**config.mk**
```make
export PLATFORM = sky130hd
export DESIGN_NAME = gamepad_event_and_velocity_conditioner_flat
export DESIGN_NICKNAME = d
export VERILOG_FILES = /design/src/gvc_pkg.sv /design/src/gvc_stream_if.sv /design/src/gamepad_event_and_velocity_conditioner.sv /design/src/gvc_sequencer.sv /design/src/flat_wrapper.sv
export SDC_FILE = /design/constraint.sdc
export NUM_CORES = 2
export LEC_CHECK = 0
export ABC_AREA = 0
export ABC_CLOCK_PERIOD_IN_PS = 23700
export BUFFER_PORTS_ARGS = -buffer_cell sky130_fd_sc_hd__buf_2
export CAP_MARGIN = 20
export CORE_MARGIN = 10
export CORE_UTILIZATION = 45
export CTS_CLUSTER_SIZE = 12
export DETAILED_ROUTE_END_ITERATION = 10
export GPL_TIMING_DRIVEN = 0
export HOLD_SLACK_MARGIN = 0.08
export SLEW_MARGIN = 10
export SYNTH_ARGS = -nofsm -noshare
export SYNTH_HDL_FRONTEND = slang
export SYNTH_SLANG_ARGS = --single-unit
```
**constraint.sdc**
```tcl
create_clock -name clk_i -period 23.7 [get_ports clk_i]
set_input_delay 4.74 -clock clk_i [delete_from_list [all_inputs] [get_ports clk_i]]
set_output_delay 4.74 -clock clk_i [all_outputs]
set_load 0.01 [all_outputs]
```
**src/gvc_pkg.sv**
```systemverilog
// Shared types, constants and helpers of the gamepad event and velocity conditioner.
package gvc_pkg;

  localparam int unsigned AXIS_FRAC_BITS  = 14;
  localparam int unsigned ZERO_HOLD_TICKS = 10;
  localparam int unsigned RECONNECT_TICKS = 20;
  localparam int unsigned SILENCE_TICKS   = 10;

  localparam int unsigned EV_COUNT   = 15;
  localparam int unsigned HELD_W     = 17;
  localparam int unsigned AXIS_W     = 16;
  localparam int unsigned CFG_W      = 15;
  localparam int unsigned SIL_W      = 5;
  localparam int unsigned ZH_W       = 4;
  localparam int unsigned PROD_W     = 32;
  localparam int unsigned EV_IDX_W   = 4;

  localparam logic [CFG_W-1:0] LIN_GAIN_RST  = 15'd16384;
  localparam logic [CFG_W-1:0] ANG_GAIN_RST  = 15'd4915;
  localparam logic [CFG_W-1:0] DEADBAND_RST  = 15'd1638;
  localparam logic [CFG_W-1:0] ZERO_BAND_RST = 15'd164;

  // Half of one in axis units, for the d-pad thresholds.
  localparam logic signed [AXIS_W:0] AXIS_HALF     = 17'sd1 <<< (AXIS_FRAC_BITS - 1);
  localparam logic signed [AXIS_W:0] AXIS_HALF_NEG = -AXIS_HALF;
  // Rounding offset for the gain product.
  localparam logic [PROD_W-1:0] ROUND_HALF = 32'd1 << (AXIS_FRAC_BITS - 1);

  localparam logic [SIL_W-1:0] SIL_MAX       = '1;
  localparam logic [SIL_W-1:0] SIL_CLEAR_AT  = SIL_W'(SILENCE_TICKS);
  localparam logic [SIL_W-1:0] SIL_RECONNECT = SIL_W'(RECONNECT_TICKS);
  localparam logic [ZH_W-1:0]  ZH_RELOAD     = ZH_W'(ZERO_HOLD_TICKS);

  typedef enum logic [1:0] {
    CFG_LINEAR_GAIN      = 2'd0,
    CFG_ANGULAR_GAIN     = 2'd1,
    CFG_STICK_DEADBAND   = 2'd2,
    CFG_OUTPUT_ZERO_BAND = 2'd3
  } cfg_reg_e;

  typedef enum logic {
    OP_SNAPSHOT = 1'b0,
    OP_TICK     = 1'b1
  } op_e;

  typedef enum logic {
    KIND_EVENT    = 1'b0,
    KIND_VELOCITY = 1'b1
  } kind_e;

  typedef enum logic [1:0] {
    MOD_NONE  = 2'd0,
    MOD_RIGHT = 2'd1,
    MOD_LEFT  = 2'd2
  } mod_e;

  typedef struct packed {
    op_e                      op;
    logic [10:0]              button_bits;
    logic signed [AXIS_W-1:0] left_stick_x;
    logic signed [AXIS_W-1:0] left_stick_y;
    logic signed [AXIS_W-1:0] right_stick_x;
    logic signed [AXIS_W-1:0] left_trigger_axis;
    logic signed [AXIS_W-1:0] right_trigger_axis;
    logic signed [AXIS_W-1:0] dpad_horizontal;
    logic signed [AXIS_W-1:0] dpad_vertical;
  } gvc_in_t;

  typedef struct packed {
    kind_e                    kind;
    logic [EV_IDX_W-1:0]      event_signal;
    logic                     event_release;
    mod_e                     event_modifier;
    logic signed [AXIS_W-1:0] forward_velocity;
    logic signed [AXIS_W-1:0] lateral_velocity;
    logic signed [AXIS_W-1:0] turn_rate;
    logic                     last;
  } gvc_out_t;

  // Everything one tick leaves for the output sequencer.
  typedef struct packed {
    logic [EV_COUNT-1:0]      edges;
    logic [EV_COUNT-1:0]      level;
    mod_e                     modifier;
    logic                     vel_valid;
    logic signed [AXIS_W-1:0] fwd;
    logic signed [AXIS_W-1:0] lat;
    logic signed [AXIS_W-1:0] turn;
  } gvc_rec_t;

  // Reorder held signals into event order.
  function automatic logic [EV_COUNT-1:0] event_vec(input logic [HELD_W-1:0] h);
    event_vec = {h[16], h[15], h[14], h[13], h[10], h[9], h[5], h[4],
                 h[6], h[8], h[7], h[3], h[2], h[1], h[0]};
  endfunction

  // Magnitude of a signed axis, one bit wider so that the most negative code fits.
  function automatic logic [AXIS_W:0] axis_mag(input logic signed [AXIS_W-1:0] v);
    logic [AXIS_W:0] ext;
    ext = {v[AXIS_W-1], v};
    axis_mag = v[AXIS_W-1] ? (~ext + 17'd1) : ext;
  endfunction

endpackage

```
**src/gvc_stream_if.sv**
```systemverilog
// Valid/ready stream channel carrying one payload item.
interface gvc_stream_if #(
  parameter type payload_t = logic
);
  logic     valid;
  logic     ready;
  payload_t data;

  modport source (output valid, output data, input ready);
  modport sink (input valid, input data, output ready);
endinterface

```
**src/gamepad_event_and_velocity_conditioner.sv**
```systemverilog
// Top level of the gamepad event and velocity conditioner.
// A snapshot item passes the input register into the held gamepad state and gives
// no result. A tick item passes an input register, where the watchdog, edge
// detection and the three deadbanded gain products are worked out, then a rounding
// stage, where the velocity is saturated, zero-banded and the zero-hold count
// updated, and then the output sequencer, which hands out its results one per cycle
// while the receiver is ready: up to 15 events in event order and then at most one
// velocity command, the final one flagged last. Input items are accepted every
// cycle while the sequencer can take the next tick.
module gamepad_event_and_velocity_conditioner (
  input  logic                        clk_i,
  input  logic                        rst_ni,
  input  logic                        cfg_we_i,
  input  gvc_pkg::cfg_reg_e           cfg_idx_i,
  input  logic [gvc_pkg::CFG_W-1:0]   cfg_data_i,
  gvc_stream_if.sink                  item_i,
  gvc_stream_if.source                result_o
);
  import gvc_pkg::*;

  // Configuration registers
  logic [CFG_W-1:0] lin_gain_q, ang_gain_q, deadband_q, zero_band_q;

  always_ff @(posedge clk_i or negedge rst_ni) begin
    if (!rst_ni) begin
      lin_gain_q  <= LIN_GAIN_RST;
      ang_gain_q  <= ANG_GAIN_RST;
      deadband_q  <= DEADBAND_RST;
      zero_band_q <= ZERO_BAND_RST;
    end else if (cfg_we_i) begin
      unique case (cfg_idx_i)
        CFG_LINEAR_GAIN:      lin_gain_q  <= cfg_data_i;
        CFG_ANGULAR_GAIN:     ang_gain_q  <= cfg_data_i;
        CFG_STICK_DEADBAND:   deadband_q  <= cfg_data_i;
        CFG_OUTPUT_ZERO_BAND: zero_band_q <= cfg_data_i;
        default: ;
      endcase
    end
  end

  // Input register
  logic    a_valid_q, a_is_tick, a_go, in_fire, b_ready;
  gvc_in_t a_item_q;

  assign a_is_tick    = a_item_q.op == OP_TICK;
  assign a_go         = a_valid_q && (!a_is_tick || b_ready);
  assign item_i.ready = !a_valid_q || a_go;
  assign in_fire      = item_i.valid && item_i.ready;

  always_ff @(posedge clk_i or negedge rst_ni) begin
    if (!rst_ni) begin
      a_valid_q <= 1'b0;
    end else if (item_i.ready) begin
      a_valid_q <= item_i.valid;
    end
  end

  always_ff @(posedge clk_i) begin
    if (in_fire) begin
      a_item_q <= item_i.data;
    end
  end

  // Held gamepad state
  logic [HELD_W-1:0]        held_q;
  logic signed [AXIS_W-1:0] axes_q [3];
  logic [EV_COUNT-1:0]      prev_q;
  logic                     first_q;
  logic [SIL_W-1:0]         silence_q;

  logic signed [AXIS_W:0]   dh, dv;
  logic [HELD_W-1:0]        snap_sig, held_eff;
  logic signed [AXIS_W-1:0] axes_eff [3];
  logic [SIL_W-1:0]         sil_inc;
  logic                     wd_clear;
  logic [EV_COUNT-1:0]      cur, prev_eff, edges;
  mod_e                     mod;
  logic [AXIS_W:0]          mag [3];
  logic [CFG_W-1:0]         gain [3];
  logic [PROD_W-1:0]        prod [3];

  assign dh = a_item_q.dpad_horizontal;
  assign dv = a_item_q.dpad_vertical;
  assign snap_sig = {dv < AXIS_HALF_NEG, dv > AXIS_HALF, dh < AXIS_HALF_NEG, dh > AXIS_HALF,
                     a_item_q.right_trigger_axis[AXIS_W-1],
                     a_item_q.left_trigger_axis[AXIS_W-1],
                     a_item_q.button_bits};

  assign sil_inc  = (silence_q == SIL_MAX) ? silence_q : silence_q + 5'd1;
  assign wd_clear = sil_inc == SIL_CLEAR_AT;
  assign held_eff = wd_clear ? '0 : held_q;
  assign cur      = event_vec(held_eff);
  assign prev_eff = first_q ? cur : prev_q;
  assign edges    = cur ^ prev_eff;

  always_comb begin
    if (held_eff[12]) begin
      mod = MOD_RIGHT;
    end else if (held_eff[11]) begin
      mod = MOD_LEFT;
    end else begin
      mod = MOD_NONE;
    end
  end

  assign gain[0] = lin_gain_q;
  assign gain[1] = lin_gain_q;
  assign gain[2] = ang_gain_q;

  // Lanes: 0 lateral (left x), 1 forward (left y), 2 turn (right x).
  always_comb begin
    for (int j = 0; j < 3; j++) begin
      axes_eff[j] = wd_clear ? '0 : axes_q[j];
      mag[j]      = axis_mag(axes_eff[j]);
      prod[j]     = (mag[j] < {2'b00, deadband_q}) ? '0 : PROD_W'(mag[j]) * PROD_W'(gain[j]);
    end
  end

  always_ff @(posedge clk_i or negedge rst_ni) begin
    if (!rst_ni) begin
      held_q    <= '0;
      prev_q    <= '0;
      first_q   <= 1'b1;
      silence_q <= '0;
      for (int j = 0; j < 3; j++) begin
        axes_q[j] <= '0;
      end
    end else if (a_go) begin
      if (a_is_tick) begin
        held_q    <= held_eff;
        prev_q    <= cur;
        first_q   <= 1'b0;
        silence_q <= sil_inc;
        for (int j = 0; j < 3; j++) begin
          axes_q[j] <= axes_eff[j];
        end
      end else begin
        // Long silence means the pad came back: suppress edges on the next tick.
        if (silence_q >= SIL_RECONNECT) begin
          first_q <= 1'b1;
        end
        silence_q <= '0;
        held_q    <= snap_sig;
        axes_q[0] <= a_item_q.left_stick_x;
        axes_q[1] <= a_item_q.left_stick_y;
        axes_q[2] <= a_item_q.right_stick_x;
      end
    end
  end

  // Rounding stage
  logic                b_valid_q, b_go, b_has_res, rec_ready;
  logic [EV_COUNT-1:0] b_edges_q, b_level_q;
  mod_e                b_mod_q;
  logic [PROD_W-1:0]   b_prod_q [3];
  logic                b_neg_q [3];
  logic [ZH_W-1:0]     zh_q, zh_next;

  logic [PROD_W-1:0]        rsum [3];
  logic [PROD_W-1:0]        rshift [3];
  logic [CFG_W-1:0]         sat [3];
  logic [2:0]               small_mag;
  logic                     all_zero, vel_valid;
  logic signed [AXIS_W-1:0] vel [3];
  gvc_rec_t                 rec;

  always_ff @(posedge clk_i or negedge rst_ni) begin
    if (!rst_ni) begin
      b_valid_q <= 1'b0;
    end else if (b_ready) begin
      b_valid_q <= a_go && a_is_tick;
    end
  end

  always_ff @(posedge clk_i) begin
    if (a_go && a_is_tick && b_ready) begin
      b_edges_q <= edges;
      b_level_q <= cur;
      b_mod_q   <= mod;
      for (int j = 0; j < 3; j++) begin
        b_prod_q[j] <= prod[j];
        b_neg_q[j]  <= axes_eff[j][AXIS_W-1];
      end
    end
  end

  always_comb begin
    for (int j = 0; j < 3; j++) begin
      rsum[j]      = b_prod_q[j] + ROUND_HALF;
      rshift[j]    = rsum[j] >> AXIS_FRAC_BITS;
      sat[j]       = (|rshift[j][PROD_W-1:CFG_W]) ? '1 : rshift[j][CFG_W-1:0];
      small_mag[j] = sat[j] <= zero_band_q;
    end
  end

  assign all_zero = &small_mag;

  always_comb begin
    if (all_zero) begin
      zh_next = (zh_q != '0) ? zh_q - 4'd1 : zh_q;
    end else begin
      zh_next = ZH_RELOAD;
    end
    for (int j = 0; j < 3; j++) begin
      if (all_zero) begin
        vel[j] = '0;
      end else if (b_neg_q[j]) begin
        vel[j] = -$signed({1'b0, sat[j]});
      end else begin
        vel[j] = $signed({1'b0, sat[j]});
      end
    end
  end

  assign vel_valid = zh_next != '0;
  assign b_has_res = (|b_edges_q) || vel_valid;
  assign b_go      = b_valid_q && (!b_has_res || rec_ready);
  assign b_ready   = !b_valid_q || b_go;

  always_ff @(posedge clk_i or negedge rst_ni) begin
    if (!rst_ni) begin
      zh_q <= ZH_RELOAD;
    end else if (b_go) begin
      zh_q <= zh_next;
    end
  end

  always_comb begin
    rec.edges     = b_edges_q;
    rec.level     = b_level_q;
    rec.modifier  = b_mod_q;
    rec.vel_valid = vel_valid;
    rec.lat       = vel[0];
    rec.fwd       = vel[1];
    rec.turn      = vel[2];
  end

  gvc_sequencer u_seq (
    .clk_i       (clk_i),
    .rst_ni      (rst_ni),
    .rec_valid_i (b_valid_q && b_has_res),
    .rec_i       (rec),
    .rec_ready_o (rec_ready),
    .result_o    (result_o)
  );

endmodule

```
**src/gvc_sequencer.sv**
```systemverilog
// Output sequencer: emits the events and velocity of one tick, one item per cycle while the receiver is ready.
module gvc_sequencer (
  input  logic              clk_i,
  input  logic              rst_ni,
  input  logic              rec_valid_i,
  input  gvc_pkg::gvc_rec_t rec_i,
  output logic              rec_ready_o,
  gvc_stream_if.source      result_o
);
  import gvc_pkg::*;

  logic                s_valid_q, s_valid_d;
  gvc_rec_t            s_rec_q;
  logic [EV_COUNT-1:0] low_bit, rest;
  logic [EV_IDX_W-1:0] ev_idx;
  logic                has_ev, is_last, take, load;

  always_comb begin
    ev_idx = '0;
    for (int k = EV_COUNT - 1; k >= 0; k--) begin
      if (s_rec_q.edges[k]) begin
        ev_idx = EV_IDX_W'(k);
      end
    end
  end

  assign low_bit = s_rec_q.edges & (~s_rec_q.edges + 15'd1);
  assign rest    = s_rec_q.edges & ~low_bit;
  assign has_ev  = |s_rec_q.edges;
  assign is_last = has_ev ? (~|rest && !s_rec_q.vel_valid) : 1'b1;
  assign take    = s_valid_q && result_o.ready;

  assign rec_ready_o = !s_valid_q || (take && is_last);
  assign load        = rec_valid_i && rec_ready_o;

  always_comb begin
    s_valid_d = s_valid_q;
    if (load) begin
      s_valid_d = 1'b1;
    end else if (take && is_last) begin
      s_valid_d = 1'b0;
    end
  end

  always_ff @(posedge clk_i or negedge rst_ni) begin
    if (!rst_ni) begin
      s_valid_q <= 1'b0;
    end else begin
      s_valid_q <= s_valid_d;
    end
  end

  // Drop the item just taken from the record, or load the next tick.
  always_ff @(posedge clk_i) begin
    if (load) begin
      s_rec_q <= rec_i;
    end else if (take) begin
      if (has_ev) begin
        s_rec_q.edges <= rest;
      end else begin
        s_rec_q.vel_valid <= 1'b0;
      end
    end
  end

  always_comb begin
    result_o.valid = s_valid_q;
    result_o.data  = '0;
    result_o.data.last = is_last;
    if (has_ev) begin
      result_o.data.kind           = KIND_EVENT;
      result_o.data.event_signal   = ev_idx;
      result_o.data.event_release  = ~|(s_rec_q.level & low_bit);
      result_o.data.event_modifier = s_rec_q.modifier;
    end else begin
      result_o.data.kind             = KIND_VELOCITY;
      result_o.data.event_modifier   = MOD_NONE;
      result_o.data.forward_velocity = s_rec_q.fwd;
      result_o.data.lateral_velocity = s_rec_q.lat;
      result_o.data.turn_rate        = s_rec_q.turn;
    end
  end

endmodule

```
**src/flat_wrapper.sv**
```systemverilog
// flat-port wrapper written by rule: the top's interface ports become plain ports
module gamepad_event_and_velocity_conditioner_flat import gvc_pkg::*;
  (clk_i, rst_ni, cfg_we_i, cfg_idx_i, cfg_data_i, item_i_valid, item_i_data, item_i_ready, result_o_valid, result_o_data, result_o_ready);
  gvc_stream_if #(.payload_t(gvc_in_t)) item_i_i ();
  gvc_stream_if #(.payload_t(gvc_out_t)) result_o_i ();
  input  logic clk_i;
  input  logic rst_ni;
  input  logic cfg_we_i;
  input  gvc_pkg::cfg_reg_e cfg_idx_i;
  input  logic [gvc_pkg::CFG_W-1:0] cfg_data_i;
  input wire logic [$bits(item_i_i.valid)-1:0] item_i_valid;
  input wire logic [$bits(item_i_i.data)-1:0] item_i_data;
  output wire logic [$bits(item_i_i.ready)-1:0] item_i_ready;
  output wire logic [$bits(result_o_i.valid)-1:0] result_o_valid;
  output wire logic [$bits(result_o_i.data)-1:0] result_o_data;
  input wire logic [$bits(result_o_i.ready)-1:0] result_o_ready;
  assign item_i_i.valid = item_i_valid;
  assign item_i_i.data = item_i_data;
  assign item_i_ready = item_i_i.ready;
  assign result_o_valid = result_o_i.valid;
  assign result_o_data = result_o_i.data;
  assign result_o_i.ready = result_o_ready;
  gamepad_event_and_velocity_conditioner u_core (.clk_i(clk_i), .rst_ni(rst_ni), .cfg_we_i(cfg_we_i), .cfg_idx_i(cfg_idx_i), .cfg_data_i(cfg_data_i), .item_i(item_i_i), .result_o(result_o_i));
endmodule
```
==> metrics list <==
* Standard cell core area: 98560 um^2
* Cell chosen for the clock root: sky130_fd_sc_hd__clkbuf_16
* Complex-gate fraction of the synthesized area: 7.161%
* Number of sinks driven by the clock tree: 420
- Critical path peak fanout: 10
* Final Cell Area: 49210 um^2
- Area of combinational cells with multiple inputs: 29650 um^2
- Latest clock arrival within the worst-skew pair: 0.66 ns
- Setup tns final: 0 ns
- In this run the horizontal extent of the chip is about 340 um.
- The total overflow left after global routing is 0.
* Fraction of synthesized cell area in xor and xnor cells: 3.524%
- Crit Reg-Reg Endpoint: u_core.b_prod_q[0][58]
* Startpoint types: register
* R2R depth: 35
* Via Count: 32010
* Predominant post-synthesis flop cell: sky130_fd_sc_hd__edfxtp_1
- Path type of the worst setup path: reg -> reg
* TritonRoute pass-1 iters: 5
* Buffers on Ports: between 150 and 200
* Die span in y: 335.3 um
* Boundary Pins: 205
- Area contributors post-synth: sky130_fd_sc_hd__fa_1, sky130_fd_sc_hd__edfxtp_1, sky130_fd_sc_hd__ha_1
* Per-instance average area after synthesis: 10.07 um^2
* Worst setup path endpoint: u_core.b_prod_q[0][58]
* Delay of the slowest cell on the worst path: 0.95 ns
- The number of gates resized after CTS was 0.
- Count of placed standard cells including taps: 5951
* Post-DP Area: around 48000 um^2
- Relative to the synthesized area, the layout overhead comes to 10.02%.
* Slowest-stage cell, CP: sky130_fd_sc_hd__a211oi_2
* Routability congestion estimate: just over 0.9
* GRT Overall Usage: around 23%
* Hpwl dp: 101600 um
* Dominant combinational cell family by area after synthesis: adder cells
* Library cell occupying the most area in the post-synthesis netlist: sky130_fd_sc_hd__fa_1
* Startpoint of the lowest-slack register-to-register path: u_core.silence_q[0]
- Number of synthesized flops with an enable pin: 267
* Critical Path Start: u_core.silence_q[0]
- Dividing the final minimum period by the clock period gives 52.38%.
- Of the synthesized area, sequential elements account for 26.54%.
* TritonCTS clock tree: built
* Clock buffer count from CTS: 50
* Combined area of all synthesized cells: 44730 um^2
* Area share of and/or/nand/nor cells after synthesis: 16.41%
- Between clock sinks in the finished design, the worst skew comes to 0.03512 ns.
- For the worst setup path, the data arrival time is 12.82 ns.
* Adder and majority gate portion of the synthesized area: 36.37%
* F_max: roughly 0.081 GHz
- Starting density of the core: 45.38%
- Max-slew violations: 0
- After the first detailed-routing iteration, the DRC count stood at 2008.
- Setup violations remaining at the end of the flow were counted as 0.
* Min-Delay Path Class: reg -> reg
- STA classifies the critical path endpoint as a register.
- Wire length of the first global-routing pass: 195600 um
- FF+latch area: 11870 um^2
- Dividing the detail-routed wire length by the instance count gives 20.65 um.
- FF+latch count, synth: between 400 and 500
- For this run, design rule violations remaining after detail routing come to 0.
* Share of synthesized area spent on multiplexers: 2.400%
- Portion of synthesized cell area occupied by the leading cell type: approximately 26%
* Cell with the most instances on the worst path: sky130_fd_sc_hd__fa_1
- Setup bufs post-CTS: 0
- The number of global-route vias before repair came to 33300.
* Antenna violations before repair: 12
* Final antenna-violating net count: 0
- Synth warn: 0
- The worst register-to-register path has a setup slack of 11.29 ns.
* Fill cells: 9173
* Layout Cells excl Fill: between 6000 and 7000
- Gate count of the mapped netlist: 4440
- Slew headroom: 23.08%
- The die covers 112400 um^2.
* Result of the run: complete, no violations
* Unrepaired setup endpoints after global routing: false
- Maximum capacitance violations: 0
- Maximum clock path buffer count: 3
- Total wirelength of the detailed-routed design: 124900 um
* Total count of hold-check failures in the final report: 0
- After clock tree synthesis, the clock-pin slew on the worst setup and hold paths is 0.06 ns.
- Final core occ: 49.93%
* Number of placement rows: 115
* Time the worst path needs with I/O delays and setup: 12.41 ns
- In the final design database the tool counted 5816 nets.
- Entering global routing, the biggest net connects 96 pins.
- Pin slew with the least headroom to its limit: 1.150 ns
* Fraction of registers with async set/reset: 36.43%
- Data on the critical path is required at its endpoint by 24.10 ns.
- In the routed layout, each cell is associated on average with a via count of 5.291.
- Cells with a size suffix above 1 make up 8.867% of the layout.
* Deepest level of the CTS H-tree: 2
- In this run, distinct cell masters in the synthesized netlist total 91.
- The number of hold buffers added after CTS was 0.
## registers in the layout, indices dropped and copies added (netlist names)
name and count:
u_core.a_item_q 93, u_core.u_seq.s_rec_q 81, u_core.b_prod_q 57, u_core.axes_q 48, u_core.held_q 17, u_core.ang_gain_q 15
u_core.b_edges_q 15, u_core.b_level_q 15, u_core.deadband_q 15, u_core.lin_gain_q 15, u_core.prev_q 15, u_core.zero_band_q 15
u_core.silence_q 5, u_core.zh_q 4, u_core.b_neg_q 3, u_core.b_mod_q 2, u_core.a_is_tick 1, u_core.a_valid_q 1
u_core.b_valid_q 1, u_core.first_q 1, u_core.u_seq.result_o.valid 1
## area by class of cell
| class | instances | share of cell area (%) |
|---|---|---|
| flip-flops and latches | 420 | 24.12 |
| plain buffers | 192 | 1.548 |
| repair buffers | 182 | 2.095 |
| well taps | 1287 | 3.272 |
| inverters | 700 | 5.344 |
| multi-input cells | 3171 | 60.24 |
| clock buffers | 69 | 2.794 |
| diodes | 4 | 0.02034 |
| clock inverters | 25 | 0.5669 |
## how the worst min path moves through the flow
stage / from / endpoint / slack (ns) / depth (start not counted)
detailed placement: u_core.b_level_q[0] / u_core.u_seq.s_rec_q[51] / 0.41 / 0
CTS: u_core.b_level_q[2] / u_core.u_seq.s_rec_q[53] / 0.42 / 0
global route: u_core.b_level_q[7] / u_core.u_seq.s_rec_q[58] / 0.42 / 0
floorplan: u_core.b_mod_q[0] / u_core.u_seq.s_rec_q[49] / 0.40 / 0
global placement: u_core.b_level_q[9] / u_core.u_seq.s_rec_q[60] / 0.40 / 0
finish: u_core.b_level_q[7] / u_core.u_seq.s_rec_q[58] / 0.42 / 0
## worst max-delay path: cells and delay by family, from the launching register on
family | cells | cell delay (ns)
adders and majority gates | 9 | 4.06
DFF | 1 | 0.44
AOI/OAI and AO/OA | 8 | 2.65
xor gates and xnor gates | 1 | 0.09
buffers and inverters | 7 | 2.06
and+or+nand+nor | 10 | 2.85
## cell usage after synthesis, drive strengths merged, types with 78 or more instances
library cell,instances
inv,700
fa,576
and2,465
nand2,430
ha,377
edfxtp,267
nor2,209
clkbuf,164
dfrtp,133
a21oi,110
xor2,102
o21ai,87
mux2,82
xnor2,78
## stage by stage
stage          worst slack (ns)  hold WS [ns]
2_1_floorplan             13.33        0.4003
3_3_place_gp              11.04        0.4015
3_5_place_dp              11.41        0.4054
4_1_cts                   11.32        0.4206
5_1_grt                   10.78        0.4238
6_report                  11.29        0.4183
## layer usage
metal | up-vias | global-route usage, % | wire (um)
met2 | 1029 | 34.14 | 53680
met4 | 6 | 7.312 | 4047
li1 | 14860 | - | -
met1 | 15900 | 30.47 | 55270
met3 | 210 | 7.030 | 11910
met5 | - | 0 | 45
## cell families after synthesis
kind of cell    after synthesis
simple gates               1428
fa+ha+maj                   955
xor+xnor                    180
compound gates              466
buf+inv                     892
flops                       420
mux                          97
other cells                   2
## cell usage in the layout (no fill, tap or decap), types with 8 or more instances in the layout
master	count
sky130_fd_sc_hd__inv_1	699
sky130_fd_sc_hd__buf_1	8
sky130_fd_sc_hd__or3_1	13
sky130_fd_sc_hd__clkbuf_1	180
sky130_fd_sc_hd__ha_1	377
sky130_fd_sc_hd__and2_1	464
sky130_fd_sc_hd__nor2_1	208
sky130_fd_sc_hd__conb_1	45
sky130_fd_sc_hd__and3_1	55
sky130_fd_sc_hd__xor2_1	102
sky130_fd_sc_hd__nand4_1	35
sky130_fd_sc_hd__nand2b_1	19
sky130_fd_sc_hd__nor4_1	18
sky130_fd_sc_hd__o21a_1	14
sky130_fd_sc_hd__o31ai_1	24
sky130_fd_sc_hd__fa_1	576
sky130_fd_sc_hd__a22o_1	65
sky130_fd_sc_hd__nand3_1	59
sky130_fd_sc_hd__dfstp_2	20
sky130_fd_sc_hd__dfrtp_1	133
sky130_fd_sc_hd__o211ai_1	13
sky130_fd_sc_hd__edfxtp_1	267
sky130_fd_sc_hd__mux2_2	82
sky130_fd_sc_hd__a211oi_1	10
sky130_fd_sc_hd__or2_2	10
sky130_fd_sc_hd__nor2b_1	23
sky130_fd_sc_hd__mux2i_1	15
sky130_fd_sc_hd__a21oi_1	107
sky130_fd_sc_hd__o21ai_0	84
sky130_fd_sc_hd__xnor2_1	78
sky130_fd_sc_hd__clkbuf_16	52
sky130_fd_sc_hd__nand2_1	429
sky130_fd_sc_hd__buf_2	189
sky130_fd_sc_hd__a31oi_1	14
sky130_fd_sc_hd__nor3_1	49
sky130_fd_sc_hd__a21o_1	55
Power is left out: the tool's default activity adds up to more than one toggle a clock period on the data nets, which glitch-free logic cannot reach.
